$ cat config.mk
export PLATFORM = sky130hd
export DESIGN_NAME = lamport_mutex_request_queue_top
export DESIGN_NICKNAME = d
export VERILOG_FILES = /design/src/rtl/lmrq_pkg.sv /design/src/rtl/lamport_mutex_request_queue_top.sv /design/src/rtl/lmrq_ctrl.sv /design/src/rtl/lmrq_dp.sv
export SDC_FILE = /design/constraint.sdc
export NUM_CORES = 1
export LEC_CHECK = 0
export BUFFER_PORTS_ARGS = -buffer_cell sky130_fd_sc_hd__buf_2
export CELL_PAD_IN_SITES_DETAIL_PLACEMENT = 0
export CELL_PAD_IN_SITES_GLOBAL_PLACEMENT = 1
export CORE_AREA = 3 3 270 272
export CTS_CLUSTER_DIAMETER = 100
export DETAILED_ROUTE_END_ITERATION = 6
export DIE_AREA = 0 0 273 275
export GPL_TIMING_DRIVEN = 0
export PLACE_DENSITY_LB_ADDON = 0.15
export SYNTH_ARGS = -nofsm -noshare
export SYNTH_HDL_FRONTEND = slang
export SYNTH_SLANG_ARGS = --single-unit
$ cat constraint.sdc
create_clock -name clk_i -period 4.7 [get_ports clk_i]
set_clock_uncertainty 0.05 [all_clocks]
set_input_delay 0.705 -clock clk_i [delete_from_list [all_inputs] [get_ports clk_i]]
set_output_delay 0.705 -clock clk_i [all_outputs]
set_load 0.02 [all_outputs]
$ cat src/rtl/lmrq_pkg.sv
`timescale 1ns / 1ps

package lmrq_pkg;

  localparam int unsigned MAX_NODES_DEF  = 16;
  localparam int unsigned CLOCK_BITS_DEF = 32;
  localparam int unsigned ID_W           = 4;
  localparam int unsigned FUNC_W         = 2;
  localparam int unsigned PORT_CLK_W     = 32;
  localparam int unsigned PORT_CNT_W     = 5;

  typedef enum logic [FUNC_W-1:0] {
    FUNC_LOCAL_REQ = 2'd0,
    FUNC_PEER_REQ  = 2'd1,
    FUNC_PEER_REL  = 2'd2,
    FUNC_LOCAL_REL = 2'd3
  } func_e;

  typedef struct packed {
    func_e                 func;
    logic [ID_W-1:0]       entry_id;
    logic [PORT_CLK_W-1:0] entry_clock;
  } in_item_t;

  typedef struct packed {
    logic [PORT_CLK_W-1:0] clock_now;
    logic                  own_at_front;
    logic [PORT_CNT_W-1:0] entry_count;
    logic                  overflow;
    logic                  not_found;
  } out_item_t;

  typedef enum logic [3:0] {
    ST_IDLE,
    ST_DISP,
    ST_INS_RD,
    ST_INS_CMP,
    ST_RM_RD,
    ST_RM_CMP,
    ST_SH_RD,
    ST_SH_WR,
    ST_FIN
  } state_e;

  typedef enum logic [1:0] {
    RD_PTR_M1,
    RD_PTR,
    RD_PTR_P1
  } rd_sel_e;

  typedef struct packed {
    logic    accept;
    logic    ptr_to_cnt;
    logic    ptr_to_zero;
    logic    ptr_dec;
    logic    ptr_inc;
    logic    rd_en;
    rd_sel_e rd_sel;
    logic    wr_en;
    logic    wr_new;
    logic    cnt_inc;
    logic    cnt_dec;
    logic    set_ovf;
    logic    set_nf;
    logic    load_out;
  } ctrl_cmd_t;

  typedef struct packed {
    logic is_insert;
    logic is_full;
    logic ptr_zero;
    logic ptr_at_cnt;
    logic ptr_next_at_cnt;
    logic rd_greater;
    logic rd_match;
  } ctrl_sts_t;

endpackage

$ cat src/rtl/lamport_mutex_request_queue_top.sv
`timescale 1ns / 1ps
// Channel  Signals                              Dir  Payload
// cfg      cfg_valid_i / cfg_ready_o            in   own node id (4 bits)
// in       in_valid_i / in_ready_o              in   lmrq_pkg::in_item_t
// out      out_valid_o / out_ready_i            out  lmrq_pkg::out_item_t
//
// One item at a time. Insert: each entry greater than the new key is shifted up one slot,
// then the key is written below them; insert into a full queue only sets overflow. Release:
// search from slot 0 for the id, then shift later entries down. The queue read is registered.
// Reset clears clock, count and node id; queue contents need no clearing.
// A waiting result sits in the output register; the next item is taken meanwhile
// and only its finish step waits for the output slot.

module lamport_mutex_request_queue_top #(
  parameter int unsigned MAX_NODES  = lmrq_pkg::MAX_NODES_DEF,
  parameter int unsigned CLOCK_BITS = lmrq_pkg::CLOCK_BITS_DEF
) (
  input  logic                      clk_i,
  input  logic                      rst_ni,
  input  logic                      cfg_valid_i,
  output logic                      cfg_ready_o,
  input  logic [lmrq_pkg::ID_W-1:0] cfg_data_i,
  input  logic                      in_valid_i,
  output logic                      in_ready_o,
  input  lmrq_pkg::in_item_t        in_data_i,
  output logic                      out_valid_o,
  input  logic                      out_ready_i,
  output lmrq_pkg::out_item_t       out_data_o
);
  import lmrq_pkg::*;

  ctrl_cmd_t cmd;
  ctrl_sts_t sts;

  assign cfg_ready_o = 1'b1;

  lmrq_ctrl u_ctrl (
    .clk_i       (clk_i),
    .rst_ni      (rst_ni),
    .in_valid_i  (in_valid_i),
    .in_ready_o  (in_ready_o),
    .out_valid_o (out_valid_o),
    .out_ready_i (out_ready_i),
    .sts_i       (sts),
    .cmd_o       (cmd)
  );

  lmrq_dp #(
    .MAX_NODES  (MAX_NODES),
    .CLOCK_BITS (CLOCK_BITS)
  ) u_dp (
    .clk_i       (clk_i),
    .rst_ni      (rst_ni),
    .cfg_valid_i (cfg_valid_i),
    .cfg_data_i  (cfg_data_i),
    .in_data_i   (in_data_i),
    .cmd_i       (cmd),
    .sts_o       (sts),
    .out_data_o  (out_data_o)
  );

endmodule

$ cat src/rtl/lmrq_ctrl.sv
`timescale 1ns / 1ps

module lmrq_ctrl (
  input  logic               clk_i,
  input  logic               rst_ni,
  input  logic               in_valid_i,
  output logic               in_ready_o,
  output logic               out_valid_o,
  input  logic               out_ready_i,
  input  lmrq_pkg::ctrl_sts_t sts_i,
  output lmrq_pkg::ctrl_cmd_t cmd_o
);
  import lmrq_pkg::*;

  state_e state_q, state_d;
  logic   out_valid_q, out_valid_d;

  always_comb begin
    state_d = state_q;
    case (state_q)
      ST_IDLE: begin
        if (in_valid_i) state_d = ST_DISP;
      end
      ST_DISP: begin
        if (sts_i.is_insert) state_d = sts_i.is_full ? ST_FIN : ST_INS_RD;
        else state_d = ST_RM_RD;
      end
      ST_INS_RD: begin
        state_d = sts_i.ptr_zero ? ST_FIN : ST_INS_CMP;
      end
      ST_INS_CMP: begin
        state_d = sts_i.rd_greater ? ST_INS_RD : ST_FIN;
      end
      ST_RM_RD: begin
        state_d = sts_i.ptr_at_cnt ? ST_FIN : ST_RM_CMP;
      end
      ST_RM_CMP: begin
        state_d = sts_i.rd_match ? ST_SH_RD : ST_RM_RD;
      end
      ST_SH_RD: begin
        state_d = sts_i.ptr_next_at_cnt ? ST_FIN : ST_SH_WR;
      end
      ST_SH_WR: begin
        state_d = ST_SH_RD;
      end
      ST_FIN: begin
        if (!out_valid_q || out_ready_i) state_d = ST_IDLE;
      end
      default: begin
        state_d = ST_IDLE;
      end
    endcase
  end

  always_comb begin
    cmd_o        = '0;
    cmd_o.rd_sel = RD_PTR;
    case (state_q)
      ST_IDLE: begin
        cmd_o.accept = in_valid_i;
      end
      ST_DISP: begin
        if (sts_i.is_insert) begin
          if (sts_i.is_full) cmd_o.set_ovf = 1'b1;
          else cmd_o.ptr_to_cnt = 1'b1;
        end else begin
          cmd_o.ptr_to_zero = 1'b1;
        end
      end
      ST_INS_RD: begin
        if (sts_i.ptr_zero) begin
          cmd_o.wr_en   = 1'b1;
          cmd_o.wr_new  = 1'b1;
          cmd_o.cnt_inc = 1'b1;
        end else begin
          cmd_o.rd_en  = 1'b1;
          cmd_o.rd_sel = RD_PTR_M1;
        end
      end
      ST_INS_CMP: begin
        // shift the larger entry up one slot, or drop the new key here
        cmd_o.wr_en = 1'b1;
        if (sts_i.rd_greater) begin
          cmd_o.ptr_dec = 1'b1;
        end else begin
          cmd_o.wr_new  = 1'b1;
          cmd_o.cnt_inc = 1'b1;
        end
      end
      ST_RM_RD: begin
        if (sts_i.ptr_at_cnt) cmd_o.set_nf = 1'b1;
        else cmd_o.rd_en = 1'b1;
      end
      ST_RM_CMP: begin
        cmd_o.ptr_inc = !sts_i.rd_match;
      end
      ST_SH_RD: begin
        if (sts_i.ptr_next_at_cnt) begin
          cmd_o.cnt_dec = 1'b1;
        end else begin
          cmd_o.rd_en  = 1'b1;
          cmd_o.rd_sel = RD_PTR_P1;
        end
      end
      ST_SH_WR: begin
        cmd_o.wr_en   = 1'b1;
        cmd_o.ptr_inc = 1'b1;
      end
      ST_FIN: begin
        cmd_o.load_out = !out_valid_q || out_ready_i;
      end
      default: begin
        cmd_o = '0;
      end
    endcase
  end

  always_comb begin
    if (cmd_o.load_out) out_valid_d = 1'b1;
    else if (out_ready_i) out_valid_d = 1'b0;
    else out_valid_d = out_valid_q;
  end

  always_ff @(posedge clk_i or negedge rst_ni) begin
    if (!rst_ni) begin
      state_q     <= ST_IDLE;
      out_valid_q <= 1'b0;
    end else begin
      state_q     <= state_d;
      out_valid_q <= out_valid_d;
    end
  end

  assign in_ready_o  = (state_q == ST_IDLE);
  assign out_valid_o = out_valid_q;

  assert property (@(posedge clk_i) disable iff (!rst_ni)
    (in_valid_i && in_ready_o) |=> (state_q == ST_DISP))
    else $error("accepted item not dispatched");

  assert property (@(posedge clk_i) disable iff (!rst_ni)
    (state_q == ST_FIN && out_valid_q && !out_ready_i) |=> (state_q == ST_FIN))
    else $error("result left finish while output slot busy");

  assert property (@(posedge clk_i) disable iff (!rst_ni)
    cmd_o.load_out |=> out_valid_o)
    else $error("loaded result not presented");

endmodule

$ cat src/rtl/lmrq_dp.sv
`timescale 1ns / 1ps

module lmrq_dp #(
  parameter int unsigned MAX_NODES  = lmrq_pkg::MAX_NODES_DEF,
  parameter int unsigned CLOCK_BITS = lmrq_pkg::CLOCK_BITS_DEF
) (
  input  logic                      clk_i,
  input  logic                      rst_ni,
  input  logic                      cfg_valid_i,
  input  logic [lmrq_pkg::ID_W-1:0] cfg_data_i,
  input  lmrq_pkg::in_item_t        in_data_i,
  input  lmrq_pkg::ctrl_cmd_t       cmd_i,
  output lmrq_pkg::ctrl_sts_t       sts_o,
  output lmrq_pkg::out_item_t       out_data_o
);
  import lmrq_pkg::*;

  localparam int unsigned CNT_W  = $clog2(MAX_NODES + 1);
  localparam int unsigned ADDR_W = (MAX_NODES > 1) ? $clog2(MAX_NODES) : 1;
  localparam int unsigned KEY_W  = CLOCK_BITS + ID_W;

  typedef logic [CLOCK_BITS-1:0] clk_t;

  logic [ID_W-1:0]  own_q;
  clk_t             clock_q, clock_d;
  logic [KEY_W-1:0] key_q, key_d;
  logic             is_insert_q;
  logic [CNT_W-1:0] cnt_q, ptr_q;
  logic             ovf_q, nf_q;
  logic [ID_W-1:0]  head_q;
  logic [KEY_W-1:0] rd_q, wr_data;
  logic [CNT_W-1:0] rd_addr;
  out_item_t        out_q;

  logic [KEY_W-1:0] mem [MAX_NODES];

  clk_t clk_inc, eclk, clk_max, max_inc;

  assign eclk    = CLOCK_BITS'(in_data_i.entry_clock);
  assign clk_inc = (clock_q == '1) ? clock_q : clock_q + 1'b1;
  assign clk_max = (clock_q > eclk) ? clock_q : eclk;
  assign max_inc = (clk_max == '1) ? clk_max : clk_max + 1'b1;

  always_comb begin
    clock_d = clock_q;
    key_d   = {clk_inc, own_q};
    case (in_data_i.func)
      FUNC_LOCAL_REQ: begin
        clock_d = clk_inc;
        key_d   = {clk_inc, own_q};
      end
      FUNC_PEER_REQ: begin
        clock_d = max_inc;
        key_d   = {eclk, in_data_i.entry_id};
      end
      FUNC_PEER_REL: begin
        clock_d = clk_inc;
        key_d   = {clock_q, in_data_i.entry_id};
      end
      FUNC_LOCAL_REL: begin
        key_d   = {clock_q, own_q};
      end
      default: begin
        clock_d = clock_q;
      end
    endcase
  end

  always_ff @(posedge clk_i or negedge rst_ni) begin
    if (!rst_ni) begin
      own_q       <= '0;
      clock_q     <= '0;
      cnt_q       <= '0;
      ptr_q       <= '0;
      ovf_q       <= 1'b0;
      nf_q        <= 1'b0;
      is_insert_q <= 1'b0;
    end else begin
      if (cfg_valid_i) own_q <= cfg_data_i;
      if (cmd_i.accept) begin
        clock_q     <= clock_d;
        is_insert_q <= (in_data_i.func == FUNC_LOCAL_REQ) ||
                       (in_data_i.func == FUNC_PEER_REQ);
        ovf_q       <= 1'b0;
        nf_q        <= 1'b0;
      end
      if (cmd_i.set_ovf) ovf_q <= 1'b1;
      if (cmd_i.set_nf) nf_q <= 1'b1;
      if (cmd_i.cnt_inc) cnt_q <= cnt_q + 1'b1;
      else if (cmd_i.cnt_dec) cnt_q <= cnt_q - 1'b1;
      if (cmd_i.ptr_to_cnt) ptr_q <= cnt_q;
      else if (cmd_i.ptr_to_zero) ptr_q <= '0;
      else if (cmd_i.ptr_dec) ptr_q <= ptr_q - 1'b1;
      else if (cmd_i.ptr_inc) ptr_q <= ptr_q + 1'b1;
    end
  end

  always_ff @(posedge clk_i) begin
    if (cmd_i.accept) key_q <= key_d;
  end

  always_comb begin
    case (cmd_i.rd_sel)
      RD_PTR_M1: rd_addr = ptr_q - 1'b1;
      RD_PTR_P1: rd_addr = ptr_q + 1'b1;
      default:   rd_addr = ptr_q;
    endcase
  end

  assign wr_data = cmd_i.wr_new ? key_q : rd_q;

  always_ff @(posedge clk_i) begin
    if (cmd_i.wr_en) mem[ptr_q[ADDR_W-1:0]] <= wr_data;
    if (cmd_i.rd_en) rd_q <= mem[rd_addr[ADDR_W-1:0]];
  end

  // shadow of the id in slot 0 for the front test
  always_ff @(posedge clk_i) begin
    if (cmd_i.wr_en && ptr_q == '0) head_q <= wr_data[ID_W-1:0];
  end

  assign sts_o.is_insert       = is_insert_q;
  assign sts_o.is_full         = (cnt_q == CNT_W'(MAX_NODES));
  assign sts_o.ptr_zero        = (ptr_q == '0);
  assign sts_o.ptr_at_cnt      = (ptr_q == cnt_q);
  assign sts_o.ptr_next_at_cnt = (CNT_W'(ptr_q + 1'b1) == cnt_q);
  assign sts_o.rd_greater      = (rd_q > key_q);
  assign sts_o.rd_match        = (rd_q[ID_W-1:0] == key_q[ID_W-1:0]);

  always_ff @(posedge clk_i) begin
    if (cmd_i.load_out) begin
      out_q.clock_now    <= PORT_CLK_W'(clock_q);
      out_q.own_at_front <= (cnt_q != '0) && (head_q == own_q);
      out_q.entry_count  <= PORT_CNT_W'(cnt_q);
      out_q.overflow     <= ovf_q;
      out_q.not_found    <= nf_q;
    end
  end

  assign out_data_o = out_q;

  assert property (@(posedge clk_i) disable iff (!rst_ni)
    cmd_i.cnt_inc |-> (cnt_q < CNT_W'(MAX_NODES)))
    else $error("insert into full queue");

  assert property (@(posedge clk_i) disable iff (!rst_ni)
    cmd_i.cnt_dec |-> (cnt_q != '0))
    else $error("remove from empty queue");

  assert property (@(posedge clk_i) disable iff (!rst_ni)
    cmd_i.wr_en |-> (ptr_q < CNT_W'(MAX_NODES)))
    else $error("queue write out of range");

  assert property (@(posedge clk_i) disable iff (!rst_ni)
    cmd_i.accept |=> (clock_q >= $past(clock_q)))
    else $error("lamport clock went backward");

endmodule
Word-level counts from Yosys, hierarchy flattened
Memories as Yosys holds them, arrays and structs flattened. A register that Yosys moved wholly into a read port is not among the register bits.
Index checks and enable logic that the tools add are counted.
{"block": "op_classes", "n_mux": 55, "order_cmp": 2, "n_reduce_logical": 22, "eq_ne": 21, "add_sub_neg": 6}
{"op": "$pmux 36 s4", "n": 1}
{"op": "$mux 32", "n": 3}
{"op": "$add 32x1->32 const B", "n": 2}
{"op": "$eq 32x32->1 const B", "n": 2}
{"op": "$pmux 32 s2", "n": 1}
{"op": "$gt 36x36->1", "n": 1}
{"op": "$mux 36", "n": 1}
{"op": "$pmux 4 s9", "n": 1}
{"op": "$gt 32x32->1", "n": 1}
{"op": "$mux 4", "n": 8}
{"op": "$mux 5", "n": 6}
{"op": "$mux 1", "n": 22}
{"op": "$eq 4x3->1 const B", "n": 4}
{"op": "$add 5x1->5 const B", "n": 2}
{"op": "$eq 5x5->1", "n": 2}
{"op": "$reduce_bool 2->1", "n": 5}
{"op": "$sub 5x1->5 const B", "n": 2}
{"op": "$mux 3", "n": 3}
{"op": "$eq 4x2->1 const B", "n": 2}
{"op": "$eq 4x4->1", "n": 2}
{"op": "$pmux 4 s2", "n": 1}
{"op": "$reduce_or 7->1", "n": 1}
{"op": "$eq 2x2->1 const B", "n": 3}
{"op": "$mux 2", "n": 3}
{"op": "other kinds (20)", "n": 27}
{"block": "totals", "ramBits": 576, "reg_bits": 134, "output_inout_bits": 43, "in_bits": 47, "mem_count": 1}
{"name": "u_dp.mem", "words": 16, "word_bits": 36, "rd": 1, "rd_clocked_by_memory_dff": 1, "wr": 1, "line_no": "lmrq_dp.sv:35", "rtl": "logic [KEY_W-1:0] mem [MAX_NODES];"}

Logic depth before layout (Yosys ltp)
Gate-level depths: netlist of run 1.
{"block": "depth", "depth_word": 7, "depth_mapped": 22}

Modules after synthesis
A second synthesis of run 1 with hierarchy kept.
{"block": "hier_totals", "hier_cells": 2068, "area_unflattened_um2": 33524.7}
{"module": "lmrq_dp", "cells_each": 2004, "area_per_inst_um2": 32991.6, "instances": 1}
{"module": "lmrq_ctrl", "cells_each": 62, "area_per_inst_um2": 521.8, "instances": 1}
{"module": "lamport_mutex_request_queue_top", "cells_each": 2, "area_per_inst_um2": 11.3, "instances": 1}

Least setup slack after synthesis of run 1
OpenSTA, ideal clock, no wires.
{"block": "synth_timing", "kind": "input to register", "startpoint": "in in_data_i[13] (netlist bit)", "endpoint": "reg u_dp.clock_q[29]", "path_stages": 20, "path_slack_ns": -0.817, "arrival_time_ns": 5.348, "setup_time_ns": 0.119, "path_buffers": 2, "path_cell_list": "clkbuf_1 -> inv_1 -> ha_1 -> nand4_1 -> nor4_1 -> nand3_1 -> and2_1 -> a22oi_1 -> mux2_2 -> ha_1 -> and3_1 -> nand4bb_1 -> nor4_1 -> or4b_1 -> clkbuf_1 -> nor4_2 -> nand4_1 -> xnor2_1 -> mux2_2 -> o21a_1"}
{"block": "synth_via", "elab_chain_cells": 5}
{"element": "from (decl)", "line_no": "lamport_mutex_request_queue_top.sv:25", "rtl": "input lmrq_pkg::in_item_t in_data_i,"}
{"element": "$gt 32x32->1", "line_no": "lmrq_dp.sv:41", "rtl": "assign clk_max = (clock_q > eclk) ? clock_q : eclk;"}
{"element": "$mux 32 (*)", "line_no": "lmrq_dp.sv:41"}
{"element": "$add 32x1->32 or $eq 32x32->1 (tied branches)", "line_no": "lmrq_dp.sv:42", "rtl": "assign max_inc = (clk_max == '1) ? clk_max : clk_max + 1'b1;"}
{"element": "$mux 32 (*)", "line_no": "lmrq_dp.sv:42"}
{"element": "$pmux 32 s2 (*)", "line_no": "lmrq_dp.sv:47", "rtl": "case (in_data_i.func)"}
{"element": "to (signal assigned)", "line_no": "lmrq_dp.sv:81", "rtl": "clock_q <= clock_d;"}
{"element": "to (decl)", "line_no": "lmrq_dp.sv:25", "rtl": "clk_t clock_q, clock_d;"}
Mark *: on every way between the ends. The rest lies on a longest branch, timed or not.
A chain may end at the register's enable or synchronous reset.

Worst setup path after layout of run 1
{"block": "layout_timing", "startpoint": "reg u_dp.clock_q[21]", "endpoint": "reg u_dp.clock_q[29]"}
{"block": "layout_via", "elab_chain_cells": 5}
{"element": "$gt 32x32->1", "line_no": "lmrq_dp.sv:41"}
{"element": "$mux 32", "line_no": "lmrq_dp.sv:41"}
{"element": "$add 32x1->32 or $eq 32x32->1 (tied branches)", "line_no": "lmrq_dp.sv:42"}
{"element": "$mux 32", "line_no": "lmrq_dp.sv:42"}
{"element": "$pmux 32 s2 (*)", "line_no": "lmrq_dp.sv:47"}
Marked as above.

==> impl_results.md, run 1 <==
* Status: finished with violations
* Failing checks: capacitance limit, slew limit, setup timing
* Final #Nets at 2574
* # clock sinks at 746
* Iter 0 DRT Violations at 2168
* WL final at 99.31 mm
* CTS Root Cell: clkbuf_16
* Final hold vios at 0
* Internal Power at between 15 and 20 mW
* Die area at 75080 µm²
* Fin. max-slew vios at 7
* Setup crit start: u_dp.clock_q[21]$_DFFE_PN0P_
* Syn_nets at between 2000 and 2500
* Vias in the first global route at about 21000
* Register area at 22140 µm²
* Post-synthesis cell count at 2213
* Endpoints failing setup at 3
* Sw Share at 35.29%
* Psw at a little over 9 mW
* Reg power frac at a little over a third
* RR Startpoint: u_dp.clock_q[21]$_DFFE_PN0P_
* CTS buffer count at 79
* Synth async-reset ratio at 7.239%
* GP Congestion at 0.9061
* Initial antenna violation count at 0
* Seq cells post-synth at 746
* Area of the multi-input gates at 11520 µm²
* Clock Pin Slew Worst Setup and Hold Paths at 0.06 ns
* Clock network power share at 23.7%
* Yosys warnings at 0
* Fillers at 5657
* Die H at 275 µm
* Critical path arrival at around 5.2 ns
* Post-synthesis cell type count at between 80 and 90
* Top Ports at 90
* CP max FO at 4
* EDFF count, synth at about 690
* Worst-skew pair later-pin latency at 0.63 ns
* Starting density of the core at 47.68%
* Gr ovfl total at 0
* FMAX at 210.0 MHz
* Min setup slack post-route at -0.06227 ns
* Logic gate share of total power at 40.4%
* Final HPWL from detailed placement at a little under 70 mm
* Crit end category: register
* First-pass GRT wire length at ~150 mm
* Startpoint type of the worst setup path: register
* Crit path time final at 4.762 ns
* Largest net degree at the start of global routing at 45
* Worst setup path category: register to register
* Syn_area_per_cell at 15.30 µm²
* DP Worst Slack at -2.282 ns
* Tot GR Track Use at 26.60%
* Most frequent cells in the layout: edfxtp_1 (692), mux4_2 (145), mux2i_1 (134)
* Die Span X at between 200 and 300 µm
* RSZ-0062 raised after global routing: yes
* Placeable Area at 71000 µm²
* Hold Path Class: input pin to register
* IO Port Bufs at 86
* Seq/Total Area, Yosys at between 60% and 70%
* Antenna Nets Post-Route at 0
* CTS tree: yes
* Most common cell after layout, fill and taps aside: edfxtp_1
* Row cnt at 98
* Longest Clk Path Bufs at 3
* Worst Tran Pin Value at 1.555 ns
* Avg WL per Cell at between 20 and 30 µm
* Antenna Diode Count at 0
* H-Tree Depth at 3
* DR vias/cell at 6.118
* Final instance count without filler cells at 3463
* Worst vdd ir at 0.0003708 V
* Final worst path period share at 101.3%
* DRC at 0
* Share of cells above drive strength 1 at 23.96%
* Pleak at 13.90 nW
* Slew HR at -5.053%
* Required @ worst endpoint at 5.15 ns
* Drt first pass iters at 5
* PD cells at ~670 nW/µm²
* Hold Path Origin: cfg_data_i[2]
* Max_cap viols at 1
* Routed vias at 21186
* Dpl cells at between 3000 and 4000
* Cell area after synthesis at 33850 µm²
* Area Overhead vs Synth at 17.38%
* Top FF cell, synth: edfxtp_1
[layer usage]
| layer | wire, µm | global-route usage [%] |
|---|---|---|
| met2 | 47400 | 42.52 |
| met1 | 44340 | 38.79 |
| met3 | 5501 | 3.680 |
| met5 | 0 | 0 |
| met4 | 2068 | 6.840 |
[critical path: stages, from the launching register on]
cell and delay (ns):
dfrtp_2 0.47, ha_4 0.30, nand4_1 0.21, nor4_4 0.30
buf_4 0.19, nand3_1 0.11, and2_4 0.17, a22oi_2 0.23
buf_6 0.16, mux2_4 0.31, ha_4 0.17, buf_6 0.12
nand4_1 0.22, nor4_4 0.10, or4b_4 0.61, nor3_4 0.23
nand2_2 0.09, xnor2_2 0.15, mux2_4 0.28, o21a_1 0.16
[Yosys cell counts (all sizes together) (40+ instances only)]
cell type,count,area share (%)
a21oi,82,1.2
buf,47,0.80
clkbuf,71,0.79
dfrtp,54,4.0
edfxtp,692,61
ha,78,2.9
inv,87,0.96
mux2i,135,4.0
mux4,145,9.6
nand2,135,1.5
nand3,41,0.61
nand4,40,0.74
nor2,129,1.4
o21ai,109,1.6
xnor2,47,1.3
[registers in the layout (all words and copies together) (netlist names)]
name / flops
u_dp.head_q: 4
u_dp.key_q: 36
u_dp.nf_q: 1
u_ctrl.out_valid_o: 1
u_ctrl.state_q: 4
u_dp.ovf_q: 1
u_dp.out_data_o: 40
u_dp.mem: 576
u_dp.is_insert_q: 1
u_dp.clock_q: 32
u_dp.cnt_q: 5
u_dp.rd_q: 36
u_dp.ptr_q: 5
u_dp.own_q: 4
[timing repair]
item / 4_1_cts / 5_1_grt
setup buffers: 30 / 13
pin swaps: 22 / 24
resized for setup: 119 / 39
hold buffers: 1 / 0
endpoints found under the hold margin: 10 / 0
gates cloned: 0 / 0
endpoints found under the setup margin: 635 / 455
[logic make-up after synthesis]
kind of cell,Yosys count,share of synthesized area (%)
simple gates,484,6.927
other cells,1,0.01108
fa+ha+maj,79,2.942
xor+xnor,60,1.652
mux,297,14.20
compound gates,340,6.321
buf+inv,206,2.565
flops,746,65.38
[through the flow]
step	util (%)	area, µm²	TNS (ns)	power, mW	hold WS, ns
6_report	55.97	39740	-0.07209	26.47	0.2628
5_1_grt	55.97	39740	-1.291	27.76	0.2486
4_1_cts	55.60	39470	0	26.47	0.2306
3_5_place_dp	51.09	36270	-590.35	19.92	0.3846
3_3_place_gp	50.12	35580	-1691.81	19.54	0.3951
2_1_floorplan	-	33960	0	16.57	0.3594
[worst paths after layout]
kind	cells past startpoint	slack, ns	endpoint
setup reg to reg	19	-0.06	u_dp.clock_q[29]$_DFFE_PN0P_
hold / removal	2	0.26	u_dp.own_q[2]$_DFFE_PN0P_
max in group asynchronous	3	3.55	u_dp.clock_q[28]$_DFFE_PN0P_
setup / recovery	19	-0.06	u_dp.clock_q[29]$_DFFE_PN0P_
min in group asynchronous	2	0.43	u_dp.ptr_q[4]$_DFFE_PN0P_
hold reg to reg	0	0.41	u_dp.out_data_o[1]$_DFFE_PP_
[power groups by stage]
stage	sequential [mW]	clock [mW]	combinational [mW]
finish	9.51	6.28	10.7
global route	9.56	6.66	11.6
CTS	9.50	6.40	10.6
detailed placement	9.72	0	10.2
global placement	9.75	0	9.79
floorplan	9.50	0	7.07
[layout make-up]
| type | count | area share (%) |
|---|---|---|
| Inverter | 88 | 0.8439 |
| Clock buffer | 99 | 5.218 |
| Multi-Input combinational cell | 1261 | 29.00 |
| Sequential cell | 746 | 55.72 |
| Clock inverter | 47 | 1.348 |
| Tap cell | 950 | 2.991 |
| Buffer | 115 | 1.505 |
| Timing Repair Buffer | 157 | 3.369 |
No activity file was read; power rests on OpenSTA's default activity.
==> run 2, diff against run 1 <==
- CORE_AREA: 3 3 270 272 -> 3 3 263 265
- CTS_BUF_LIST: not set -> sky130_fd_sc_hd__clkbuf_4
- DIE_AREA: 0 0 273 275 -> 0 0 266 268
- SYNTH_HIERARCHICAL: not set -> 1
==> impl_results.md, run 2 <==
* Max_cap viols at 0 (-1)
* Initial antenna violation count at 3 (+3)
* Most frequent cell after synthesis: edfxtp_1
* Area Overhead vs Synth at 15.09%
* Post-synthesis cell type count at 88 (+6.0%)
* GP Congestion at 0.8767 (-3.2%)
* Top cell type's share of synthesized area at 61.98% (+0.60 points)
* Max reg flops at 576 (unchanged)
* Final instance count without filler cells at 3413 (-1.4%)
* Overall Power at 27.26 mW (+3.0%)
* Row cnt at 95 (-3.1%)
* Share of cells above drive strength 1 at 30.27% (+6.3 points)
* Gr ovfl total at 0 (unchanged)
* FMAX at 220.2 MHz (+4.9%)
* Final #Nets at 2525 (-1.9%)
* Area contributors post-synth: edfxtp_1 (62%), mux4_2 (12%), dfrtp_1 (4.0%)
* Die area at 71290 µm² (-5.0%)
* IO Port Bufs at 86 (unchanged)
* Slew HR at 24.64% (+30 points)
* DP Worst Slack at -1.392 ns (+0.8898 ns)
* CTS Root Cell: clkbuf_4
* Final Util at 57.56% (+1.6 points)
* CP max FO at 16 (+12)
* Fillers at 5340 (-5.6%)
* Cell depth of the worst hold path at 3 (+1)
* Avg WL per Cell at 27.34 µm (-4.7%)
* Final HPWL from detailed placement at 62.56 mm (-8.3%)
* Min setup slack post-route at 0.1591 ns (+0.2214 ns)
* Worst-skew pair later-pin latency at 1.05 ns (+0.42 ns)
* Most common cell after layout, fill and taps aside: edfxtp_1
* Endpoints failing setup at 0 (-3)
* Dpl cells at 3062 (-6.5%)
* Final hold vios at 0 (unchanged)
* Top Ports at 90 (unchanged)
* Antenna Nets Post-Route at 0 (unchanged)
* Area of the multi-input gates at 10720 µm² (-7.0%)
* DRC at 0 (unchanged)
* Worst vdd ir at 0.0004091 V (+10%)
* Placeable Area at 67040 µm² (-5.6%)
* Post-synthesis cell count at 2068 (-6.6%)
* Post-Route Setup TNS at 0 ns (+0.07209 ns)
* Final worst path period share at 96.61% (-4.7 points)
* Worst Tran Pin Value at 1.126 ns (-0.4293 ns)
* Startpoint type of the worst setup path: register
* Critical path arrival at 5.36 ns (+0.14 ns)
* Routed vias at 20701 (-2.3%)
* Longest Clk Path Bufs at 3 (unchanged)
* Synth area leader: edfxtp_1
* Top FF cell, synth: edfxtp_1
* Drt first pass iters at 5 (unchanged)
* Largest net degree at the start of global routing at 55 (+22%)
* Tot GR Track Use at 26.76% (+0.17 points)
* Crit path time final at 4.541 ns (-0.2214 ns)
* Clock Pin Slew Worst Setup and Hold Paths at 0.07 ns (about the same)
* Register area at 22130 µm² (about the same)
* Hold Path Class: input pin to register
* CTS buffer count at 190 (+140%)
* Required @ worst endpoint at 5.52 ns (+0.37 ns)
* Iter 0 DRT Violations at 1913 (-12%)
* Yosys warnings at 6 (+6)
* Cell area after synthesis at 33520 µm² (-0.96%)
* CTS tree: yes
* First-pass GRT wire length at 138.1 mm (-4.8%)
* H-Tree Depth at 4 (+1)
* Synth async-reset ratio at 7.239% (unchanged)
* Most frequent cells in the layout: edfxtp_1 (692), clkbuf_4 (264), mux4_2 (180)
* Syn_nets at 2193 (-6.2%)
* Syn_area_per_cell at 16.21 µm² (+6.0%)
* Die H at 268 µm (-2.5%)
* Status: finished, final reports clean
* Crit end category: register
* Seq/Total Area, Yosys at 66.01% (+0.64 points)
* # clock sinks at 746 (unchanged)
* EDFF count, synth at 692 (unchanged)
* Fin. max-slew vios at 0 (-7)
* Worst R2R Path Depth at 17 (-2)
* Top post-synthesis cells by count: edfxtp_1 (692), mux4_2 (180), nor2_1 (109)
* Pleak at 13.53 nW (-2.6%)
* WL final at 93.30 mm (-6.0%)
* Worst setup path category: register to register
* RSZ-0062 raised after global routing: no
* Vias in the first global route at 21106 (-1.0%)
* Seq cells post-synth at 746 (unchanged)
* Die Span X at 266 µm (-2.6%)
* DR vias/cell at 6.065 (-0.86%)
* PD cells at 706.4 nW/µm² (+6.1%)
* Starting density of the core at 50.01% (+2.3 points)
-- run 2: worst paths after layout --
path / slack, ns / endpoint / from
setup / recovery: 0.16 / u_dp/mem[5][0]$_DFFE_PP_ / u_dp/key_q[21]$_DFFE_PP_
hold / removal: 0.11 / u_dp/clock_q[31]$_DFFE_PN0P_ / in_data_i[30]
setup reg to reg: 0.16 / u_dp/mem[5][0]$_DFFE_PP_ / u_dp/key_q[21]$_DFFE_PP_
hold reg to reg: 0.40 / u_dp/out_data_o[1]$_DFFE_PP_ / u_dp/ovf_q$_DFFE_PN0P_
max in group asynchronous: 3.73 / u_dp/clock_q[31]$_DFFE_PN0P_ / rst_ni
min in group asynchronous: 0.26 / u_dp/ptr_q[4]$_DFFE_PN0P_ / rst_ni
-- run 2: final cells by class --
class                      instances  area share (%)
sequential                       746           57.36
multi-input combinational       1121           27.78
clock buffer                     258           5.020
timing repair buffer             142           3.240
tap                              873           2.831
buffer                           116           1.673
clock inverter                    68           1.248
inverter                          83          0.8074
antenna                            6         0.03891
-- run 2: through the flow --
step                      hold WS, ns  cell area (µm²)
after floorplan                0.3594            33520
after global placement         0.3891            35050
after detailed placement       0.3896            35750
after CTS                    0.002284            38470
after global routing          0.05506            38580
final                          0.1065            38580
-- run 2: what timing repair did --
action	4_1_cts	5_1_grt
setup endpoints to repair	635	493
hold endpoints to repair	67	0
setup buffers	4	0
hold buffers	17	0
resized for setup	33	36
pin swaps	1	0
-- run 2: critical path, cell delays in order (launching register included) --
cell and delay [ns]:
edfxtp_1 0.39, inv_1 0.06, ha_1 0.31, a21o_1 0.16, a21o_1 0.17, a21oi_1 0.22
nor2_1 0.07, a211oi_1 0.26, nor2_1 0.11, a2111oi_4 0.37, a21oi_4 0.19, or2b_2 0.33
a21boi_2 0.26, buf_4 0.33, clkbuf_2 0.37, nand2_1 0.08, o21ai_1 0.36, buf_6 0.25
-- run 2: layer usage --
layer  wire (µm)  GRT usage, %  vias to the layer above
met2       46120         44.19                      854
met4        1887         8.832                        2
met1       38550         35.75                    10685
met3        6724         5.942                      112
met5          18             0                        -
li1            -             -                     9048
-- run 2: cell families (layout without fill, tap and decap cells) --
kind of cell	count (synthesis)	after routing	share of synthesized area [%]
compound gates	309	309	5.830
mux	258	258	14.62
fa+ha+maj	78	78	2.933
buf+inv	201	667	2.598
flops	746	746	66.01
xor+xnor	52	52	1.359
other cells	1	7	0.01119
simple gates	423	423	6.636
-- run 2: where the power goes --
part | switching [mW] | total (mW) | leakage (nW) | internal, mW
sequential | 0.506 | 9.73 | 6.91 | 9.22
clock | 2.67 | 5.53 | 1.42 | 2.85
combinational | 6.42 | 12.0 | 5.21 | 5.58
